### src/rtl/gab_pkg.sv
package gab_pkg;

  localparam int unsigned PALETTE_ENTRIES = 256;
  localparam int unsigned PAL_AW          = $clog2(PALETTE_ENTRIES);

  localparam int unsigned QUEUE_DEPTH = 4;
  localparam int unsigned QUEUE_AW    = $clog2(QUEUE_DEPTH);

  localparam int unsigned CFG_IDX_W  = 3;
  localparam int unsigned CFG_DATA_W = 25;
  localparam int unsigned BASE_W     = 30;

  localparam logic [7:0]  TRANSPARENT_INDEX = 8'hff;
  localparam logic [31:0] WHITE             = 32'hffff_ffff;
  localparam logic [12:0] CURX_MAX          = 13'h1fff;
  localparam logic [15:0] CURY_MAX          = 16'hffff;

  localparam logic [12:0] ATLAS_WIDTH_RST = 13'd1024;
  localparam logic [24:0] PIXEL_COUNT_RST = 25'd1048576;
  localparam logic [7:0]  SPACING_RST     = 8'd0;
  localparam logic [7:0]  HEIGHT_RST      = 8'd8;
  localparam logic        COLOR_RST       = 1'b0;

  typedef enum logic [1:0] {
    MODE_PALETTE = 2'd0,
    MODE_GLYPH   = 2'd1,
    MODE_BYTE    = 2'd2,
    MODE_FONT    = 2'd3
  } mode_e;

  typedef enum logic [1:0] {
    KIND_PIXEL    = 2'd0,
    KIND_RECT     = 2'd1,
    KIND_OVERFLOW = 2'd2
  } kind_e;

  typedef enum logic [CFG_IDX_W-1:0] {
    REG_ATLAS_WIDTH = 3'd0,
    REG_PIXEL_COUNT = 3'd1,
    REG_SPACING     = 3'd2,
    REG_HEIGHT      = 3'd3,
    REG_COLOR       = 3'd4
  } cfg_reg_e;

  typedef struct packed {
    logic        pal_wr;
    logic [7:0]  slot;
    logic        pal_ok;
    logic [31:0] color;
    logic        use_pal;
    logic [7:0]  pix;
    logic [23:0] base;
    logic        ovf;
    logic        rect;
    logic [11:0] rx;
    logic [15:0] ry;
    logic [7:0]  rw;
    logic [7:0]  rh;
  } job_t;

  typedef struct packed {
    logic [1:0]  kind;
    logic [23:0] pixel_address;
    logic [31:0] pixel_color;
    logic [11:0] rect_x;
    logic [15:0] rect_y;
    logic [7:0]  rect_width;
    logic [7:0]  rect_height;
    logic        last;
  } res_t;

endpackage

### src/rtl/gab_queue.sv
module gab_queue import gab_pkg::*; (
  input  logic clk_i,
  input  logic rst_ni,
  input  logic push_i,
  input  job_t job_i,
  output logic full_o,
  input  logic pop_i,
  output logic valid_o,
  output job_t head_o
);

  job_t                mem_q [QUEUE_DEPTH];
  logic [QUEUE_AW-1:0] wr_ptr_q, rd_ptr_q;
  logic [QUEUE_AW:0]   count_q, count_d;

  assign full_o  = (count_q == (QUEUE_AW+1)'(QUEUE_DEPTH));
  assign valid_o = (count_q != '0);
  assign head_o  = mem_q[rd_ptr_q];

  always_comb begin
    unique case ({push_i, pop_i})
      2'b10:   count_d = count_q + 1'b1;
      2'b01:   count_d = count_q - 1'b1;
      default: count_d = count_q;
    endcase
  end

  always_ff @(posedge clk_i) begin
    if (push_i) begin
      mem_q[wr_ptr_q] <= job_i;
    end
  end

  always_ff @(posedge clk_i or negedge rst_ni) begin
    if (!rst_ni) begin
      wr_ptr_q <= '0;
      rd_ptr_q <= '0;
      count_q  <= '0;
    end else begin
      if (push_i) begin
        wr_ptr_q <= wr_ptr_q + 1'b1;
      end
      if (pop_i) begin
        rd_ptr_q <= rd_ptr_q + 1'b1;
      end
      count_q <= count_d;
    end
  end

  assert property (@(posedge clk_i) disable iff (!rst_ni) push_i |-> !full_o)
    else $error("job queue overrun");

endmodule

### config.mk
export PLATFORM = sky130hd
export DESIGN_NAME = gab_queue
export DESIGN_NICKNAME = d
export VERILOG_FILES = /design/src/rtl/gab_pkg.sv /design/src/rtl/gab_queue.sv
export SDC_FILE = /design/constraint.sdc
export NUM_CORES = 1
export LEC_CHECK = 0
export ABC_AREA = 1
export BUFFER_PORTS_ARGS = -buffer_cell sky130_fd_sc_hd__buf_4
export CAP_MARGIN = 0
export CORE_MARGIN = 10
export CORE_UTILIZATION = 35
export CTS_CLUSTER_SIZE = 24
export DETAILED_ROUTE_END_ITERATION = 6
export PLACE_DENSITY = 0.56
export SLEW_MARGIN = 10
export SYNTH_ARGS = -nofsm -noshare
export SYNTH_HDL_FRONTEND = slang
export SYNTH_SLANG_ARGS = --single-unit
### constraint.sdc
create_clock -name clk_i -period 7.9 [get_ports clk_i]
set_input_delay 0.395 -clock clk_i [delete_from_list [all_inputs] [get_ports clk_i]]
set_output_delay 0.395 -clock clk_i [all_outputs]
set_load 0.02 [all_outputs]
# Yosys cells after proc, flatten, opt, wreduce, memory -nomap -nowiden

Memory sizes are Yosys's and may differ from the RTL's.
Index checks and enable logic that the tools add are counted.

Register bits: 7
Latch bits: 0
Memory bits (writable): 484
Bits in read-only memories: 0
Memories: 1

Memories:

| name  | words | bits a word | read ports | clocked after memory_dff | write ports | line            | source |
|---|---|---|---|---|---|---|---|
| mem_q | 4     | 121         | 1          | 0                        | 1           | gab_queue.sv:12 | `job_t mem_q [QUEUE_DEPTH];` |

Add/sub/neg operators: 4
Multiply operators: 0
Divide/modulo/power cells: 0
Magnitude comparators: 0
Equality and inequality tests: 3
Shift-type cells: 0
Multiplexer cells: 3
Bitwise logic cells: 0
Reductions and logical operators: 2

Operators with widths:

| kind                                                               | count |
|---|---|
| 3-bit one-hot mux with 2 select lines                              | 1 |
| 2-bit by 1-bit adder with 2-bit output, second input constant      | 2 |
| 3-bit by 1-bit adder with 3-bit output, second input constant      | 1 |
| 3-bit == test, second input constant                               | 1 |
| 3-bit nonzero test                                                 | 1 |
| 3-bit by 1-bit subtractor with 3-bit output, second input constant | 1 |
| 2-bit by 1-bit == test with 1-bit output, second input constant    | 1 |
| 2-bit == test, second input constant                               | 1 |
| 1-bit two-way mux                                                  | 2 |
| 2-bit nonzero test                                                 | 1 |

# Depth between registers and ports, before layout

Gate-level depths: netlist (run 1).

Depth after elaboration: 2
Mapped depth: 10
Gate-level depth less buffers: 9

# Least setup slack after synthesis (run 1)

No wires, ideal clock.

Path type: input -> register
From: input port push_i
To: memory mem_q[3][0] in the netlist's numbering (enable)
Setup time: 475 ps
Arrival time: 3053 ps
Required time: 7425 ps
Path slack: 4373 ps
Stages on the path: 3
Path buffers: 1
Cell sequence: clkbuf_1 nand2_1 inv_1

Cells in the longest elaborated chain, start to end: 2

Ends and longest elaborated chain:

| what                                    | line            | source |
|---|---|---|
| start: declaration                      | gab_queue.sv:4  | `input logic push_i,` |
| 1-bit two-way mux                       | gab_queue.sv:29 | `if (push_i) begin` |
| 1-bit two-way mux (implied by the code) | gab_queue.sv:30 | `mem_q[wr_ptr_q] <= job_i;` |
| end: declaration                        | gab_queue.sv:12 |  |

No other way between the ends.

==> results of run 1 <==
flip-flops by register name (all words and copies together), names as in the netlist:
signal and flops:
mem_q 484, count_q 3, wr_ptr_q 2, rd_ptr_q 2
where the power goes:
group | switching (mW) | total [mW] | leakage, nW | internal, mW
Combinational | 2.30 | 3.51 | 4.47 | 1.20
Sequential | 0.178 | 3.59 | 4.53 | 3.41
Clock | 0.949 | 2.22 | 0.740 | 1.27
Total | 3.43 | 9.31 | 9.73 | 5.88
final cells by class:
type                    instances  area (um2)  share of cell area (%)
diodes                          3        7.51                  0.0304
clock buffers                  76        1410                    5.71
clock inverters                17         111                   0.450
inverters                     256         991                    4.01
multi-input cells             632        3370                    13.6
flip-flops and latches        491       14700                    59.5
well taps                     756         946                    3.82
repair buffers                379        3180                    12.8
metal layers:
layer | part of all wire [%] | vias up | GRT usage (%)
met5 | 0.047 | - | 0
met4 | 2.0 | 4 | 3.87
met3 | 5.1 | 61 | 3.09
met2 | 50 | 238 | 22.7
met1 | 43 | 5633 | 16.2
li1 | - | 5799 | -
per-stage QoR:
| step | util, % | power (mW) |
|---|---|---|
| 6_report | 44.0 | 9.31 |
| 5_1_grt | 44.0 | 9.89 |
| 4_1_cts | 44.0 | 9.50 |
| 3_5_place_dp | 39.1 | 7.20 |
| 3_3_place_gp | 39.1 | 7.16 |
| 2_1_floorplan | - | 5.99 |
critical path, stage by stage (launching register included):
cell,delay (ns)
dfrtp_4,0.57
inv_4,0.62
buf_4,0.76
o211ai_1,0.19
nand2_1,0.12
buf_4,0.15
cells by family (layout without fill, tap and decap cells):
group / after synthesis / after routing / share of synthesized area [%]
flops: 491 / 491 / 74.4
simple gates: 378 / 378 / 7.21
buf+inv: 338 / 728 / 8.51
compound gates: 244 / 244 / 9.24
fa+ha+maj: 6 / 6 / 0.418
xor+xnor: 4 / 4 / 0.177
other cells: 0 / 3 / 0
worst max-delay path by stage:
| stage | start | endpoint | slack, ns | cells after the start |
|---|---|---|---|---|
| 2_1_floorplan | push_i | mem_q[3][0]$_DFFE_PP_ | 4.37 | 3 |
| 3_3_place_gp | rd_ptr_q[1]$_DFFE_PN0P_ | head_o[89] | 5.00 | 5 |
| 3_5_place_dp | rd_ptr_q[1]$_DFFE_PN0P_ | head_o[102] | 4.97 | 5 |
| 4_1_cts | rd_ptr_q[1]$_DFFE_PN0P_ | head_o[102] | 4.32 | 5 |
| 5_1_grt | rd_ptr_q[1]$_DFFE_PN0P_ | head_o[102] | 4.18 | 5 |
| 6_report | rd_ptr_q[1]$_DFFE_PN0P_ | head_o[102] | 4.44 | 5 |
placed cells by master, fill, tap and decap left out, types with 4 or more instances in the layout:
cell type | synthesis | routed
clkinv_2 | 0 | 5
o211ai_1 | 242 | 242
clkbuf_1 | 4 | 23
edfxtp_1 | 484 | 484
inv_1 | 255 | 251
dfrtp_1 | 7 | 5
clkinv_1 | 0 | 8
dlygate4sd3_1 | 0 | 123
ha_1 | 5 | 5
nand2_1 | 374 | 374
inv_6 | 0 | 4
buf_4 | 11 | 254
clkbuf_16 | 0 | 53
==> results.txt, run 1 <==
Run status -> finished, final reports clean
DRT antenna net count -> 0
Leakage -> 9.73 nW
HPWL after DPL -> 25400 um
Worst path required time -> 7.51 ns
Place WS -> 4.97 ns
Placer Congestion -> 0.730
Drt pass-1 iters -> 5
DIE WIDTH -> 258 um
Max-capacitance violation count -> 0
WHS -> 0.0740 ns
WL final -> 44600 um
RSZ-0062 raised after global routing -> false
Vias -> 11700
Tmin final -> 3.46 ns
Initial antenna violation count -> 5
Ys flop type -> edfxtp_1
CTS max path bufs -> 3
Clk_skew -> 0.0106 ns
PortBufs -> 247
Worst setup margin -> 4.44 ns
Number of H-tree levels -> 2
Tightest Pin Transition -> 0.941 ns
Mean post-synth cell area -> 13.5 um2
Reg2reg start -> wr_ptr_q[0]$_DFFE_PN0P_
CP Class -> flop to output pin
Post-synth ARST share -> 1.43%
Sequential cell area fraction in the yosys report -> 74.4%
# setup viols final -> 0
Share of cells above drive strength 1 -> 17.6%
DRC Markers -> 0
Layout area overhead -> 25.2%
IO Pins -> 248
Fin. Hold Viols -> 0
Cts bufs inserted -> 52
Dpl cells -> 2391
Total global routing overflow -> 0
Crit. End Element -> output pin
Period utilisation layout -> 43.8%
Syn Nets -> 1592
Starting DRT DRC Count -> 834
Top-count cell post-synth -> edfxtp_1
Final cell count without fillers -> 2610
CTS sink cnt -> 491
GRT Overall Usage -> 13.2%
Min-Delay Path Depth -> 2
Critical path fanouts, max -> 62
HP Start -> push_i
Max VDD drop -> 271 uV
Max Slew Vio Count -> 0
CTS tree -> built
Post-CTS Setup Repair Bufs -> 0
Worst-path clk slew -> 0.05 ns
Yosys warns -> 0
Worst-Skew Late Latency -> 0.58 ns
Cell Area, Placed -> 0.0220 mm2
Ranking of synthesized cells by area -> edfxtp_1, o211ai_1, nand2_1
Power per cell area -> 376 mW/mm2
Vias in the first global route -> 12100
R2r worst-path depth -> 5
Hold crit path type -> input pin to flop
Number of vias per cell -> 4.50
Setup TNS -> 0 ns
Die area -> 0.0664 mm2
Post-synth EDFFs -> 484
Die Span Y -> 258 um
Worst reg-to-reg setup slack -> 5.34 ns
Wire length per cell after detailed routing -> 17.1 um
Seq cells post-synth -> 491
Core Region -> 0.0562 mm2
CP arrival -> 3.06 ns
Worst slew margin -> 37.3%
Post-Synthesis Cells -> 1461
Starting density of the core -> 35.2%
Fill cells -> 5181
Top cell type's share of synthesized area -> 73.6%
Startpoint types -> flop
Mapped Area -> 0.0198 mm2
CTS Root Cell -> clkbuf_16
Final net count -> 1943
Most area-hungry cell type in the Yosys netlist -> edfxtp_1
Num rows -> 87
Post_cts resized -> 0
Netlist cell types -> 18
Hold endpoint -> wr_ptr_q[0]$_DFFE_PN0P_
End of the worst register-to-register path -> mem_q[0][51]$_DFFE_PP_
Hold buffers post-CTS -> 123
Layout Cell Area excl Fill -> 0.0247 mm2
Largest net degree at the start of global routing -> 207
First-pass GRT wire length -> 69200 um
Fmax -> 289 MHz
Commonest cells post-synth -> edfxtp_1, nand2_1, inv_1
Note: power is estimated with default switching activity, not from simulation.
==> run 2, diff against run 1 <==
--- a/config.mk
+++ b/config.mk
@@ -5,14 +5,14 @@
 export SDC_FILE = /design/constraint.sdc
 export NUM_CORES = 1
 export LEC_CHECK = 0
-export ABC_AREA = 1
+export ABC_AREA = 0
 export BUFFER_PORTS_ARGS = -buffer_cell sky130_fd_sc_hd__buf_4
 export CAP_MARGIN = 0
 export CORE_MARGIN = 10
 export CORE_UTILIZATION = 35
 export CTS_CLUSTER_SIZE = 24
 export DETAILED_ROUTE_END_ITERATION = 6
-export PLACE_DENSITY = 0.56
+export PLACE_DENSITY = 0.58
 export SLEW_MARGIN = 10
 export SYNTH_ARGS = -nofsm -noshare
 export SYNTH_HDL_FRONTEND = slang
==> constraint.sdc (replaced) <==
create_clock -name clk_i -period 2.9 [get_ports clk_i]
set_input_delay 0.145 -clock clk_i [delete_from_list [all_inputs] [get_ports clk_i]]
set_output_delay 0.145 -clock clk_i [all_outputs]
set_load 0.02 [all_outputs]
==> run 2 against run 1 <==
  * Critical path depth down 2
  * Power rose to 2.6 times the previous value
  * Die area down 8.9%
  * Sequential power rose to 2.7 times the previous value
  * Global-route usage down 0.51 points
  * Via count down 27%
==> results.txt, run 2 <==
Run status -> finished, final reports clean
DR WL met3 -> 2590 um (+13%)
Part of the power in registers -> 40.0% (+1.4 points)
Power per cell area -> 1020 mW/mm2 (+170%)
CTS Root Cell -> clkbuf_16
P_sw -> 7.39 mW (+120%)
Final cell count without fillers -> 1809 (-31%)
Setup TNS -> 0 ns (unchanged)
Largest net degree at the start of global routing -> 66 (-68%)
Die area -> 0.0604 mm2 (-8.9%)
Switch share -> 30.7% (-6.1 points)
Worst path required time -> 2.76 ns (-4.75 ns)
Period utilisation layout -> 82.3%
Post-CTS Setup Repair Bufs -> 0 (unchanged)
PortBufs -> 247 (unchanged)
First-pass GRT wire length -> 58600 um (-15%)
Crit path top cell by count -> buf_4
Placer Congestion -> 0.714 (-2.3%)
Worst-Skew Late Latency -> 0.57 ns (about the same)
Tmin final -> 2.39 ns
DIE WIDTH -> 246 um (-4.6%)
Initial antenna violation count -> 2 (-3)
Worst-path clk slew -> 0.06 ns (about the same)
Syn Nets -> 800 (-50%)
# setup viols final -> 0 (unchanged)
Starting DRT DRC Count -> 536 (-36%)
Hold crit path type -> input pin to flop
Ranking of synthesized cells by area -> edfxtp_1, mux4_2, dfrtp_1
Yosys warns -> 0 (unchanged)
Commonest cells after routing, fill and taps aside -> edfxtp_1, buf_4, dlygate4sd3_1
Top-count cell post-synth -> edfxtp_1
Worst path cell trace -> buf_4, mux4_2, buf_4
Tightest Pin Transition -> 0.673 ns (-0.268 ns)
Num rows -> 82 (-5.7%)
CTS tree -> built
Top cell type's share of synthesized area -> 81.4% (+7.9 points)
Critical path fanouts, max -> 22 (-65%)
Logic pwr share -> 34.0% (-3.7 points)
Largest register FFs -> 484 (unchanged)
Hold buffers post-CTS -> 125 (+1.6%)
WL final -> 38300 um (-14%)
Total global routing overflow -> 0 (unchanged)
Commonest non-fill, non-tap cell in the layout -> edfxtp_1
DR top layer -> met5
Crit. End Element -> output pin
Post-Synthesis Cells -> 669 (-54%)
CP arrival -> 2.24 ns (-0.82 ns)
Share of cells above drive strength 1 -> 41.8% (+24 points)
Seq cells post-synth -> 491 (unchanged)
Most area-hungry cell type in the Yosys netlist -> edfxtp_1
Leakage -> 8.14 nW (-16%)
Fin. Hold Viols -> 0 (unchanged)
Slowest stage cell, crit path -> dfrtp_4
Max Slew Vio Count -> 0 (unchanged)
Commonest cells post-synth -> edfxtp_1, mux4_2, buf_2
Post-synth EDFFs -> 484 (unchanged)
CP Class -> flop to output pin
Clk_skew -> 0.00832 ns (-0.00230 ns)
Number of H-tree levels -> 2 (unchanged)
Mean post-synth cell area -> 26.7 um2 (+97%)
Post-synth ARST share -> 1.43% (unchanged)
Startpoint types -> flop
Routed metal-1 wire length -> 16400 um (-14%)
HPWL after DPL -> 23400 um (-7.8%)
Drt pass-1 iters -> 4 (-1)
Fmax -> 419 MHz
Dpl cells -> 1592 (-33%)
Vias -> 8514 (-27%)
Worst slew margin -> 55.2% (+18 points)
Ys flop type -> edfxtp_1
Internal -> 16.7 mW (+180%)
IO Pins -> 248 (unchanged)
Biggest register -> mem_q
Die Span Y -> 246 um (-4.6%)
Met2 wire length -> 18500 um (-17%)
Post_cts resized -> 0 (unchanged)
Netlist cell types -> 19 (+1)
Cts bufs inserted -> 52 (unchanged)
Final net count -> 1230 (-37%)
Vias in the first global route -> 9505 (-22%)
Layout area overhead -> 32.4%
Slowest cell delay on critical path -> 0.68 ns (-0.08 ns)
Max-capacitance violation count -> 0 (unchanged)
RSZ-0062 raised after global routing -> false
Clock power frac -> 26.0% (+2.2 points)
Sequential cell area fraction in the yosys report -> 82.4% (+8.0 points)
CTS max path bufs -> 3 (unchanged)
Starting density of the core -> 35.5% (+0.33 points)
Number of vias per cell -> 4.71 (+4.7%)
Wire length per cell after detailed routing -> 21.2 um (+24%)
Mapped Area -> 0.0178 mm2 (-9.7%)
GRT Overall Usage -> 12.6% (-0.51 points)
DRC Markers -> 0 (unchanged)
Max VDD drop -> 624 uV (+130%)
CTS sink cnt -> 491 (unchanged)
Core Region -> 0.0503 mm2 (-10%)
DRT antenna net count -> 0 (unchanged)
Largest regs -> mem_q (484), count_q (3)
run 2: cell count changes after synthesis, sizes merged, moves of 2 or more:
cell    before  now
buf         78   24
o211ai     242    0
mux4         0  121
nand2      374    2
nand3        2    0
and2         0    4
inv        256    6
run 2: area by class of cell:
class | count | area [um2]
antenna | 1 | 2.50
clock buffer | 62 | 1360
clock inverter | 29 | 240
fill | 4153 | 26600
inverter | 6 | 22.5
multi-input combinational | 144 | 2930
sequential | 491 | 14700
tap | 672 | 841
timing repair buffer | 404 | 3520
run 2: through the flow:
stage / instance area [um2] / util [%] / power (mW) / hold WS [ns] / setup slack, ns
floorplan: 17900 / - / 14.6 / -0.151 / 0.349
global placement: 20800 / 41.3 / 18.0 / -0.0225 / 1.03
detailed placement: 20800 / 41.3 / 18.1 / -0.0225 / 1.01
CTS: 23600 / 47.0 / 24.6 / 0.268 / 0.433
global route: 23600 / 47.0 / 25.3 / 0.280 / 0.387
finish: 23600 / 47.0 / 24.1 / 0.318 / 0.514
run 2: power groups by stage:
stage | registers, mW | clock network [mW] | logic, mW
2_1_floorplan | 9.65 | 0 | 4.98
3_3_place_gp | 9.74 | 0 | 8.26
3_5_place_dp | 9.79 | 0 | 8.29
4_1_cts | 9.65 | 6.45 | 8.46
5_1_grt | 9.74 | 6.75 | 8.77
6_report | 9.62 | 6.26 | 8.18
run 2: metal layers:
| metal | track usage, % | vias up |
|---|---|---|
| li1 | - | 3755 |
| met1 | 16.4 | 4468 |
| met2 | 20.3 | 230 |
| met3 | 4.08 | 59 |
| met4 | 3.18 | 2 |
| met5 | 0 | - |
run 2: worst paths after layout:
check                                             start                 endpoint  slack, ns  cells after the start
worst max-delay path            rd_ptr_q[1]$_DFFE_PN0P_               head_o[36]       0.51                      3
max in group asynchronous                        rst_ni  rd_ptr_q[1]$_DFFE_PN0P_       1.99                      3
min in group asynchronous                        rst_ni  rd_ptr_q[0]$_DFFE_PN0P_       0.58                      3
worst max register to register  wr_ptr_q[0]$_DFFE_PN0P_   mem_q[0][75]$_DFFE_PP_       1.06                      4
worst min register to register   count_q[2]$_DFFE_PN0P_   count_q[2]$_DFFE_PN0P_       0.48                      1
worst min-delay path                         job_i[107]  mem_q[1][107]$_DFFE_PP_       0.32                      2
run 2: cells by family (layout without fill, tap and decap cells):
group,after synthesis,in the layout,synth area share (%)
AOI/OAI and AO/OA,1,1,0.0280
xor gates and xnor gates,6,6,0.294
adders and majority gates,6,6,0.463
buffers and inverters,34,501,1.21
DFF,491,491,82.4
muxes,122,122,15.3
other,0,1,0
and+or+nand+nor,9,9,0.273
run 2: critical path: cells and delay by family, from the launching register on:
kind,cells,cell delay [ns]
mux,1,0.39
flops,1,0.68
buf+inv,2,0.58
