## src/rtl/gab_pkg.sv

```systemverilog
package gab_pkg;

  localparam int unsigned PALETTE_ENTRIES = 256;
  localparam int unsigned PAL_AW          = $clog2(PALETTE_ENTRIES);

  localparam int unsigned QUEUE_DEPTH = 4;
  localparam int unsigned QUEUE_AW    = $clog2(QUEUE_DEPTH);

  localparam int unsigned CFG_IDX_W  = 3;
  localparam int unsigned CFG_DATA_W = 25;
  localparam int unsigned BASE_W     = 30;

  localparam logic [7:0]  TRANSPARENT_INDEX = 8'hff;
  localparam logic [31:0] WHITE             = 32'hffff_ffff;
  localparam logic [12:0] CURX_MAX          = 13'h1fff;
  localparam logic [15:0] CURY_MAX          = 16'hffff;

  localparam logic [12:0] ATLAS_WIDTH_RST = 13'd1024;
  localparam logic [24:0] PIXEL_COUNT_RST = 25'd1048576;
  localparam logic [7:0]  SPACING_RST     = 8'd0;
  localparam logic [7:0]  HEIGHT_RST      = 8'd8;
  localparam logic        COLOR_RST       = 1'b0;

  typedef enum logic [1:0] {
    MODE_PALETTE = 2'd0,
    MODE_GLYPH   = 2'd1,
    MODE_BYTE    = 2'd2,
    MODE_FONT    = 2'd3
  } mode_e;

  typedef enum logic [1:0] {
    KIND_PIXEL    = 2'd0,
    KIND_RECT     = 2'd1,
    KIND_OVERFLOW = 2'd2
  } kind_e;

  typedef enum logic [CFG_IDX_W-1:0] {
    REG_ATLAS_WIDTH = 3'd0,
    REG_PIXEL_COUNT = 3'd1,
    REG_SPACING     = 3'd2,
    REG_HEIGHT      = 3'd3,
    REG_COLOR       = 3'd4
  } cfg_reg_e;

  typedef struct packed {
    logic        pal_wr;
    logic [7:0]  slot;
    logic        pal_ok;
    logic [31:0] color;
    logic        use_pal;
    logic [7:0]  pix;
    logic [23:0] base;
    logic        ovf;
    logic        rect;
    logic [11:0] rx;
    logic [15:0] ry;
    logic [7:0]  rw;
    logic [7:0]  rh;
  } job_t;

  typedef struct packed {
    logic [1:0]  kind;
    logic [23:0] pixel_address;
    logic [31:0] pixel_color;
    logic [11:0] rect_x;
    logic [15:0] rect_y;
    logic [7:0]  rect_width;
    logic [7:0]  rect_height;
    logic        last;
  } res_t;

endpackage

```

## src/rtl/gab_if.sv

```systemverilog
interface gab_in_if ();
  logic        valid;
  logic        ready;
  logic [1:0]  mode;
  logic [7:0]  palette_slot;
  logic [31:0] palette_color;
  logic [7:0]  glyph_width;
  logic [7:0]  bitmap_byte;

  modport source (output valid, mode, palette_slot, palette_color, glyph_width, bitmap_byte,
                  input ready);
  modport sink (input valid, mode, palette_slot, palette_color, glyph_width, bitmap_byte,
                output ready);
endinterface


interface gab_cfg_if import gab_pkg::*; ();
  logic                  valid;
  logic                  ready;
  logic [CFG_IDX_W-1:0]  index;
  logic [CFG_DATA_W-1:0] data;

  modport source (output valid, index, data, input ready);
  modport sink (input valid, index, data, output ready);
endinterface

```

## src/rtl/gab_front.sv

```systemverilog
module gab_front import gab_pkg::*; (
  input  logic      clk_i,
  input  logic      rst_ni,
  gab_in_if.sink    in_i,
  gab_cfg_if.sink   cfg_i,
  input  logic      full_i,
  output logic      push_o,
  output job_t      job_o
);

  logic [12:0] atlas_width_q;
  logic [24:0] pixel_count_q;
  logic [7:0]  spacing_q;
  logic [7:0]  height_q;
  logic        color_q;

  logic [12:0]       cur_x_q, cur_x_d;
  logic [15:0]       cur_y_q, cur_y_d;
  logic [7:0]        cur_w_q, cur_w_d;
  logic [7:0]        row_q, row_d;
  logic [7:0]        col_q, col_d;
  logic              abort_q, abort_d;
  logic              stale_q, stale_d;
  logic [BASE_W-1:0] row_base_q, row_base_d;
  logic [BASE_W-1:0] y_base_q, y_base_d;

  logic        accept;
  mode_e       mode;
  logic        push_req;
  logic        width_write;

  logic [13:0] wrap_sum;
  logic        wrap;
  logic [16:0] y_sum;
  logic [15:0] y_wrap;
  logic [12:0] gx;
  logic [15:0] gy;
  logic        empty;

  logic [12:0] fx;
  logic [15:0] fy;
  logic [7:0]  fw;
  logic [13:0] x_sum;
  logic [12:0] x_next;

  logic [30:0] addr_a;
  logic [31:0] diff;
  logic [8:0]  col8, wlim, mono_end, col_end, span_full;
  logic [3:0]  span;
  logic [7:0]  set_bits, over_bits, ovf_bits, keep;
  logic        any_ovf;
  logic [8:0]  row_n;
  logic        row_done, glyph_done, byte_live;

  logic [16:0]       y_row;
  logic [BASE_W-1:0] mul_row, mul_y;

  assign accept      = in_i.valid && in_i.ready;
  assign in_i.ready  = !full_i && !stale_q;
  assign cfg_i.ready = 1'b1;
  assign mode        = mode_e'(in_i.mode);
  assign width_write = cfg_i.valid && (cfg_i.index == REG_ATLAS_WIDTH);

  assign wrap_sum = {1'b0, cur_x_q} + {6'd0, in_i.glyph_width};
  assign wrap     = (wrap_sum >= {1'b0, atlas_width_q});
  assign y_sum    = {1'b0, cur_y_q} + {9'd0, height_q} + {9'd0, spacing_q};
  assign y_wrap   = y_sum[16] ? CURY_MAX : y_sum[15:0];
  assign gx       = wrap ? '0 : cur_x_q;
  assign gy       = wrap ? y_wrap : cur_y_q;
  assign empty    = (in_i.glyph_width == '0) || (height_q == '0);

  assign fx     = (mode == MODE_GLYPH) ? gx : cur_x_q;
  assign fy     = (mode == MODE_GLYPH) ? gy : cur_y_q;
  assign fw     = (mode == MODE_GLYPH) ? in_i.glyph_width : cur_w_q;
  assign x_sum  = {1'b0, fx} + {6'd0, fw} + {6'd0, spacing_q};
  assign x_next = x_sum[13] ? CURX_MAX : x_sum[12:0];

  assign addr_a    = {1'b0, row_base_q} + {18'd0, cur_x_q} + {23'd0, col_q};
  assign diff      = {7'd0, pixel_count_q} - {1'b0, addr_a};
  assign col8      = {1'b0, col_q} + 9'd8;
  assign wlim      = {1'b0, cur_w_q};
  assign mono_end  = (col8 < wlim) ? col8 : wlim;
  assign span_full = mono_end - {1'b0, col_q};
  assign span      = span_full[3:0];
  assign col_end   = color_q ? ({1'b0, col_q} + 9'd1) : mono_end;

  always_comb begin
    for (int i = 0; i < 8; i++) begin
      over_bits[i] = diff[31] || ((diff[31:3] == '0) && (diff[2:0] <= 3'(i)));
      if (color_q) begin
        set_bits[i] = (i == 0) && (in_i.bitmap_byte != TRANSPARENT_INDEX);
      end else begin
        set_bits[i] = in_i.bitmap_byte[7-i] && (4'(i) < span);
      end
    end
  end

  assign ovf_bits = set_bits & over_bits;
  assign any_ovf  = |ovf_bits;

  always_comb begin
    logic seen;
    seen = 1'b0;
    for (int i = 0; i < 8; i++) begin
      seen    = seen | ovf_bits[i];
      keep[i] = set_bits[i] & ~seen;
    end
  end

  assign row_n      = {1'b0, row_q} + 9'd1;
  assign row_done   = (col_end >= wlim);
  assign glyph_done = row_done && (row_n >= {1'b0, height_q});
  assign byte_live  = !abort_q && (cur_w_q != '0);

  assign y_row   = {1'b0, cur_y_q} + {9'd0, row_q};
  assign mul_row = {13'd0, y_row} * {17'd0, atlas_width_q};
  assign mul_y   = {14'd0, cur_y_q} * {17'd0, atlas_width_q};

  always_comb begin
    cur_x_d    = cur_x_q;
    cur_y_d    = cur_y_q;
    cur_w_d    = cur_w_q;
    row_d      = row_q;
    col_d      = col_q;
    abort_d    = abort_q;
    stale_d    = stale_q;
    row_base_d = row_base_q;
    y_base_d   = y_base_q;
    push_req   = 1'b0;
    job_o      = '0;

    if (accept) begin
      unique case (mode)
        MODE_PALETTE: begin
          job_o.pal_wr = 1'b1;
          job_o.slot   = in_i.palette_slot;
          job_o.pal_ok = ({1'b0, in_i.palette_slot} < 9'(PALETTE_ENTRIES));
          job_o.color  = in_i.palette_color;
          push_req     = 1'b1;
        end
        MODE_FONT: begin
          abort_d    = 1'b0;
          cur_w_d    = '0;
          row_d      = '0;
          col_d      = '0;
          row_base_d = y_base_q;
        end
        MODE_GLYPH: begin
          if (!abort_q) begin
            cur_x_d    = gx;
            cur_y_d    = gy;
            cur_w_d    = in_i.glyph_width;
            row_d      = '0;
            col_d      = '0;
            row_base_d = y_base_q;
            if (wrap) begin
              stale_d = 1'b1;
            end
            if (empty) begin
              job_o.rect = 1'b1;
              job_o.rx   = fx[11:0];
              job_o.ry   = fy;
              job_o.rw   = fw;
              job_o.rh   = height_q;
              cur_x_d    = x_next;
              cur_w_d    = '0;
              push_req   = 1'b1;
            end
          end
        end
        MODE_BYTE: begin
          if (byte_live) begin
            job_o.pix     = keep;
            job_o.base    = addr_a[23:0];
            job_o.use_pal = color_q;
            job_o.slot    = in_i.bitmap_byte;
            job_o.pal_ok  = ({1'b0, in_i.bitmap_byte} < 9'(PALETTE_ENTRIES));
            job_o.color   = WHITE;
            push_req      = (|keep) || any_ovf;
            if (any_ovf) begin
              job_o.ovf  = 1'b1;
              abort_d    = 1'b1;
              cur_w_d    = '0;
              row_d      = '0;
              col_d      = '0;
              row_base_d = y_base_q;
            end else if (row_done) begin
              col_d = '0;
              if (glyph_done) begin
                job_o.rect = 1'b1;
                job_o.rx   = fx[11:0];
                job_o.ry   = fy;
                job_o.rw   = fw;
                job_o.rh   = height_q;
                cur_x_d    = x_next;
                cur_w_d    = '0;
                row_d      = '0;
                row_base_d = y_base_q;
                push_req   = 1'b1;
              end else begin
                row_d      = row_n[7:0];
                row_base_d = row_base_q + {17'd0, atlas_width_q};
              end
            end else begin
              col_d = col_end[7:0];
            end
          end
        end
        default: ;
      endcase
    end

    if (stale_q) begin
      row_base_d = mul_row;
      y_base_d   = mul_y;
      stale_d    = 1'b0;
    end
    if (width_write) begin
      stale_d = 1'b1;
    end
  end

  assign push_o = push_req;

  always_ff @(posedge clk_i or negedge rst_ni) begin
    if (!rst_ni) begin
      atlas_width_q <= ATLAS_WIDTH_RST;
      pixel_count_q <= PIXEL_COUNT_RST;
      spacing_q     <= SPACING_RST;
      height_q      <= HEIGHT_RST;
      color_q       <= COLOR_RST;
    end else if (cfg_i.valid) begin
      unique case (cfg_reg_e'(cfg_i.index))
        REG_ATLAS_WIDTH: atlas_width_q <= cfg_i.data[12:0];
        REG_PIXEL_COUNT: pixel_count_q <= cfg_i.data[24:0];
        REG_SPACING:     spacing_q     <= cfg_i.data[7:0];
        REG_HEIGHT:      height_q      <= cfg_i.data[7:0];
        REG_COLOR:       color_q       <= cfg_i.data[0];
        default: ;
      endcase
    end
  end

  always_ff @(posedge clk_i or negedge rst_ni) begin
    if (!rst_ni) begin
      cur_x_q    <= '0;
      cur_y_q    <= '0;
      cur_w_q    <= '0;
      row_q      <= '0;
      col_q      <= '0;
      abort_q    <= 1'b0;
      stale_q    <= 1'b0;
      row_base_q <= '0;
      y_base_q   <= '0;
    end else begin
      cur_x_q    <= cur_x_d;
      cur_y_q    <= cur_y_d;
      cur_w_q    <= cur_w_d;
      row_q      <= row_d;
      col_q      <= col_d;
      abort_q    <= abort_d;
      stale_q    <= stale_d;
      row_base_q <= row_base_d;
      y_base_q   <= y_base_d;
    end
  end

  assert property (@(posedge clk_i) disable iff (!rst_ni) (push_o && job_o.ovf) |=> abort_q)
    else $error("overflow beat did not abort the font");

  assert property (@(posedge clk_i) disable iff (!rst_ni)
                   (cur_w_q == '0) |-> (row_base_q == y_base_q) && (row_q == '0))
    else $error("row base out of step with closed glyph");

endmodule

```

## src/flat_wrapper.sv

```systemverilog
// flat-port wrapper written by rule: the top's interface ports become plain ports
module gab_front_flat import gab_pkg::*;
  (clk_i, rst_ni, full_i, push_o, job_o, in_i_valid, in_i_mode, in_i_palette_slot, in_i_palette_color, in_i_glyph_width, in_i_bitmap_byte, in_i_ready, cfg_i_valid, cfg_i_index, cfg_i_data, cfg_i_ready);
  gab_in_if in_i_i ();
  gab_cfg_if cfg_i_i ();
  input  logic clk_i;
  input  logic rst_ni;
  input  logic full_i;
  output logic push_o;
  output job_t job_o;
  input wire logic [$bits(in_i_i.valid)-1:0] in_i_valid;
  input wire logic [$bits(in_i_i.mode)-1:0] in_i_mode;
  input wire logic [$bits(in_i_i.palette_slot)-1:0] in_i_palette_slot;
  input wire logic [$bits(in_i_i.palette_color)-1:0] in_i_palette_color;
  input wire logic [$bits(in_i_i.glyph_width)-1:0] in_i_glyph_width;
  input wire logic [$bits(in_i_i.bitmap_byte)-1:0] in_i_bitmap_byte;
  output wire logic [$bits(in_i_i.ready)-1:0] in_i_ready;
  input wire logic [$bits(cfg_i_i.valid)-1:0] cfg_i_valid;
  input wire logic [$bits(cfg_i_i.index)-1:0] cfg_i_index;
  input wire logic [$bits(cfg_i_i.data)-1:0] cfg_i_data;
  output wire logic [$bits(cfg_i_i.ready)-1:0] cfg_i_ready;
  assign in_i_i.valid = in_i_valid;
  assign in_i_i.mode = in_i_mode;
  assign in_i_i.palette_slot = in_i_palette_slot;
  assign in_i_i.palette_color = in_i_palette_color;
  assign in_i_i.glyph_width = in_i_glyph_width;
  assign in_i_i.bitmap_byte = in_i_bitmap_byte;
  assign in_i_ready = in_i_i.ready;
  assign cfg_i_i.valid = cfg_i_valid;
  assign cfg_i_i.index = cfg_i_index;
  assign cfg_i_i.data = cfg_i_data;
  assign cfg_i_ready = cfg_i_i.ready;
  gab_front u_core (.clk_i(clk_i), .rst_ni(rst_ni), .in_i(in_i_i), .cfg_i(cfg_i_i), .full_i(full_i), .push_o(push_o), .job_o(job_o));
endmodule
```

## config.mk

```make
export PLATFORM = sky130hd
export DESIGN_NAME = gab_front_flat
export DESIGN_NICKNAME = d
export VERILOG_FILES = /design/src/rtl/gab_pkg.sv /design/src/rtl/gab_if.sv /design/src/rtl/gab_front.sv /design/src/flat_wrapper.sv
export SDC_FILE = /design/constraint.sdc
export NUM_CORES = 2
export LEC_CHECK = 0
export ABC_CLOCK_PERIOD_IN_PS = 17500
export BUFFER_PORTS_ARGS = -buffer_cell sky130_fd_sc_hd__clkbuf_2
export CORE_MARGIN = 2
export CORE_UTILIZATION = 60
export CTS_CLUSTER_DIAMETER = 50
export DETAILED_ROUTE_END_ITERATION = 6
export PLACE_DENSITY_LB_ADDON = 0.12
export SETUP_SLACK_MARGIN = 0.4
export SLEW_MARGIN = 20
export SYNTH_ARGS = -nofsm -noshare
export SYNTH_HDL_FRONTEND = slang
export SYNTH_SLANG_ARGS = --single-unit
```

## constraint.sdc

```tcl
create_clock -name clk_i -period 17.5 [get_ports clk_i]
set_clock_uncertainty 0.1 [all_clocks]
set_input_delay 0.875 -clock clk_i [delete_from_list [all_inputs] [get_ports clk_i]]
set_output_delay 0.875 -clock clk_i [all_outputs]
set_load 0.05 [all_outputs]
```

## Word-level counts from Yosys, hierarchy flattened

Cells that the tools add are included.

| storage, ports and cells | value |
|---|---|
| register bits | 169 |
| bits of input ports | 91 |
| output and inout bits | 124 |
| logic and storage cells | 231 |

| cells by class | value |
|---|---|
| add/subtract/negate cells | 14 |
| multipliers | 2 |
| $lt $le $gt $ge | 20 |
| equal/unequal tests | 19 |
| mux-type cells | 78 |
| bitwise gates (word level) | 25 |
| reductions and logical operators | 59 |

Operators by type and width:

| cell | count |
|---|---|
| $mux W45 | 5 |
| $mux W30 | 7 |
| $mux W121 | 1 |
| $mux W120 | 1 |
| $mux W8 | 15 |
| $mux W13 | 9 |
| $pmux W30 S3 | 1 |
| $pmux W45 S2 | 1 |
| $pmux W41 S2 | 1 |
| $pmux W8 S3 | 3 |
| $mux W16 | 3 |
| $add A16 B8 Y17 | 2 |
| $mux W34 | 1 |
| $sub A25 B31 Y32 | 1 |
| $add A30 B13 Y31 | 1 |
| $add A31 B8 Y31 | 1 |
| $add A30 B13 Y30 | 1 |
| $mul A17 B13 Y30 | 1 |
| $logic_not A29 Y1 | 1 |
| $mul A16 B13 Y29 | 1 |
| $add A13 B8 Y14 | 2 |
| $pmux W13 S2 | 1 |
| $mux W1 | 25 |
| $logic_and A1 B1 Y1 | 21 |
| 48 further kinds | 111 |

## Logic depth before layout (Yosys ltp)

| depth | value |
|---|---|
| depth in word-level cells | 25 |
| gate-level depth with buffers | 37 |
| depth with buffers taken out | 35 |

## Worst setup path before layout

OpenSTA, ideal clock, no wires.

| timing path | value |
|---|---|
| kind | flip-flop to output port |
| from | reg u_core.col_q[1] |
| to | out job_o[71] (netlist name) |
| arrival time | 7.218 ns |
| data required time | 16.525 ns |
| slack | 9.307 ns |
| cell stages (with the launch flop) | 22 |
| buffers on the path | 1 |
| cell sequence | dfrtp_1 -> fa_1 -> ha_1 -> fa_1 -> a211oi_1 -> o211a_1 -> nor2_1 -> nor2_1 -> o21bai_1 -> a21oi_1 -> xor2_1 -> ha_1 -> nand2_1 -> o21ai_0 -> nor2_1 -> o311ai_0 -> a21oi_1 -> xnor2_1 -> nor3_1 -> a21o_1 -> buf_2 -> a2111oi_0 |

RTL lines:

| element | line | source |
|---|---|---|
| start: declaration | gab_front.sv:21 | `logic [7:0] col_q, col_d;` |
| start signal: assignment | gab_front.sv:260 | `col_q <= col_d;` |
| end: declaration | flat_wrapper.sv:10 | `output job_t job_o;` |

==> impl_metrics.csv <==
group,metric,value,unit
setup_path,arrival,8.49,ns
clocking,cts_sinks,169,
die,die_h,224.1,microns
power_and_ir_drop,swShare,0.5584,
clocking,cts_tree,"yes",
sta,fin_crit_sh,0.5408,
power_and_ir_drop,intPower,0.002604,W
cells_and_area,final_cell_mix,"518 x nand2_1, 453 x inv_1, 351 x fa_1, 283 x ha_1, 212 x clkbuf_2",
yosys,synth_edf_count,0,
cells_and_area,syn2layout_area_growth,7.658,%
yosys,syn_area,29070,sq um
setup_path,cp-end-kind,"primary output",
clocking,cts_hold_buf,0,
die,pin_count,215,
routing,wl,93480,microns
sta,slew_headroom,0.2632,
global_route,grt_pass1_vias,26170,
routing,vias,26120,
sta,tns,0,ns
place,place_ws,8.195,ns
die,rows,80,
yosys,ys_warn_count,0,
die,start_util,0.6088,
sta,setup_slack,8.037,ns
power_and_ir_drop,ir_drop,136.7,uV
routing,dr.pass1.iters,6,
sta,worst_slew_pin_slew,1.101,ns
place,port_buffers,213,
worst_hold_path,hold_class,"in2async",
yosys,yosysUniqueCellTypes,90,
cells_and_area,drive_above_1_share,0.1115,
yosys,synthArstFlopShare,1.000,
place,gp_congestion,0.9647,
power_and_ir_drop,combPwrFrac,0.813,
power_and_ir_drop,p_per_area,188.4,nW/um^2
clocking,clockBufferDepth,2,
clocking,numCtsBuffers,17,
setup_path,required,16.52,ns
yosys,synth-seq-cells,169,
global_route,antenna_found_initial,5,
sta,finalMaxSlewViolations,0,
place,dp_hpwl,73290,microns
sta,setup_viol,0,
yosys,synthCells,3482,
clocking,cts-root-buf,"clkbuf_16",
sta,hold_violations,0,
clocking,cts_resized,0,
place,place_area,30640,sq um
routing,final_antenna_net_count,0,
routing,post_drt_wl_per_cell,22.13,microns
yosys,syn_nets,4207,
setup_path,rr_worst_depth,32,
routing,drc,0,
global_route,grt_max_degree,64,
sta,rsz0062_at_grt,"no",
power_and_ir_drop,power.switching,0.003292,W
power_and_ir_drop,seqPwrFrac,0.113,
global_route,gr-usage-all-layers,0.3773,
yosys,synth_flop_cell,"dfrtp_1",
cells_and_area,layout.nets,4318,
flow_run,drv_cap,0,
yosys,synth.area.top_cells,"fa_1 24%, dfrtp_1 14%, ha_1 12%",
die,die_width,224.1,microns
sta,max_freq,105.7,MHz
setup_path,crit_fanout,32,
yosys,synth.top_cell.area_share,0.2417,
power_and_ir_drop,clkPwrFrac,0.074,
cells_and_area,layout_commonest_cell,"nand2_1",
routing,drt-initial-drc-count,2628,
cells_and_area,final_core_utilization,0.6554,
global_route,grt_overflow,0,
clocking,clk_pin_slew_worst_paths,0.08,ns
power_and_ir_drop,p_leak,15.29,nW
routing,vias_per_cell,6.183,
clocking,insertion_delay,0.50,ns
sta,post-route-min-period,9.463,ns
clocking,h-tree-depth,4,
clocking,post_cts_buffers,0,
yosys,synth_area_per_cell,8.348,sq um
yosys,synth_top_cell_by_area,"fa_1",
cells_and_area,final_area,31290,sq um
die,core,47750,sq um
setup_path,path_class,"reg2out",
global_route,grt_pass1_wl,145400,microns
die,die_area,50220,sq um
status,status,"finished, final reports clean",
cells_and_area,n_fill_cell,4101,
yosys,synth-seq-area-share,0.1456,
setup_path,startpoint_type,"flip-flop",
## worst max-delay path, stage by stage (launching register included)
cell,delay (ns)
dfrtp_1,0.53
fa_1,0.58
ha_1,0.34
a211oi_1,0.31
o211ai_1,0.22
a21o_1,0.25
a31oi_1,0.48
nor2_1,0.13
xnor2_1,0.35
ha_1,0.37
nor3b_1,0.19
a2111oi_0,0.50
and4b_1,0.30
o2111ai_1,0.12
nor4b_1,0.37
nand4_1,0.15
nor4_1,0.20
or4b_4,0.57
o41ai_4,0.51
a2111oi_1,0.20
a22o_1,0.24
nand3_1,0.09
buf_4,0.33
inv_2,0.16
and3_1,0.22
clkbuf_2,0.24
## final timing paths
check | startpoint | endpoint | slack, ns
min in group clk_i | u_core.y_base_q[26] | u_core.y_base_q[26] | 0.42
max in group asynchronous | rst_ni | u_core.atlas_width_q[3] | 15.73
setup reg to reg | u_core.cur_y_q[1] | u_core.row_base_q[28] | 8.09
hold reg to reg | u_core.y_base_q[26] | u_core.y_base_q[26] | 0.42
hold / removal | rst_ni | u_core.y_base_q[12] | 0.26
setup / recovery | u_core.col_q[2] | job_o[40] | 8.04
## synth_stat cells, types with 33 or more instances
cell type	instances
nand2_1	519
a21o_1	47
a21oi_1	139
xnor2_1	93
and3_1	33
nor2_1	209
mux2_2	61
inv_1	453
nor3_1	58
o21ai_0	172
dfrtp_1	166
xor2_1	38
ha_1	283
fa_1	351
nand3_1	62
and2_1	156
clkbuf_1	147
## through the flow
stage	std cells	hold slack, ns	total power, W
floorplan	3482	0.3468	0.004111
global placement	4189	0.3703	0.005276
detailed placement	4189	0.3928	0.005352
CTS	4221	0.2594	0.005835
global route	4221	0.2780	0.006451
finish	4224	0.2613	0.005896
## logic make-up (layout without fill, tap and decap cells)
group	after synthesis	count (layout)	share of synthesized area
muxes	92	92	0.03465
other	1	4	0.0001290
xor gates and xnor gates	131	131	0.03947
and+or+nand+nor	1187	1187	0.1898
adders and majority gates	634	634	0.3636
DFF	169	169	0.1456
buffers and inverters	631	755	0.08256
AOI/OAI and AO/OA	637	637	0.1442
## area by class of cell
cell class,instances,area [sq um],area share
inverters,456,1712,0.05470
flip-flops and latches,169,4237,0.1354
repair buffers,267,1478,0.04722
well taps,615,769.5,0.02459
multi-input cells,2682,22450,0.7175
clock inverters,14,207.7,0.006637
clock buffers,18,429.2,0.01371
diodes,3,7.507,0.0002399
## registers in the layout, indices dropped and copies added (netlist names)
signal	flops
u_core.row_base_q	30
u_core.y_base_q	29
u_core.pixel_count_q	25
u_core.cur_y_q	16
u_core.atlas_width_q	13
u_core.cur_x_q	13
u_core.col_q	8
u_core.cur_w_q	8
u_core.height_q	8
u_core.row_q	8
u_core.spacing_q	8
u_core.abort_q	1
u_core.color_q	1
u_core.stale_q	1
## routing by layer
metal  track usage  wire length (microns)  share of wire  up-vias
met3       0.06283                   8358          0.089      210
met5             0                     15        0.00016        -
met1        0.4974                  37470           0.40    12860
li1              -                      -              -    11760
met4        0.1529                   3663          0.039        2
met2        0.6212                  43970           0.47     1294
## power by group through the flow
stage / combinational, W / sequential, W / clock [W]
after floorplan: 0.00354 / 0.000570 / 0
after global placement: 0.00462 / 0.000656 / 0
after detailed placement: 0.00469 / 0.000663 / 0
after CTS: 0.00474 / 0.000656 / 0.000438
after global routing: 0.00533 / 0.000673 / 0.000452
final: 0.00479 / 0.000664 / 0.000437
(Power assumes the default switching activity.)
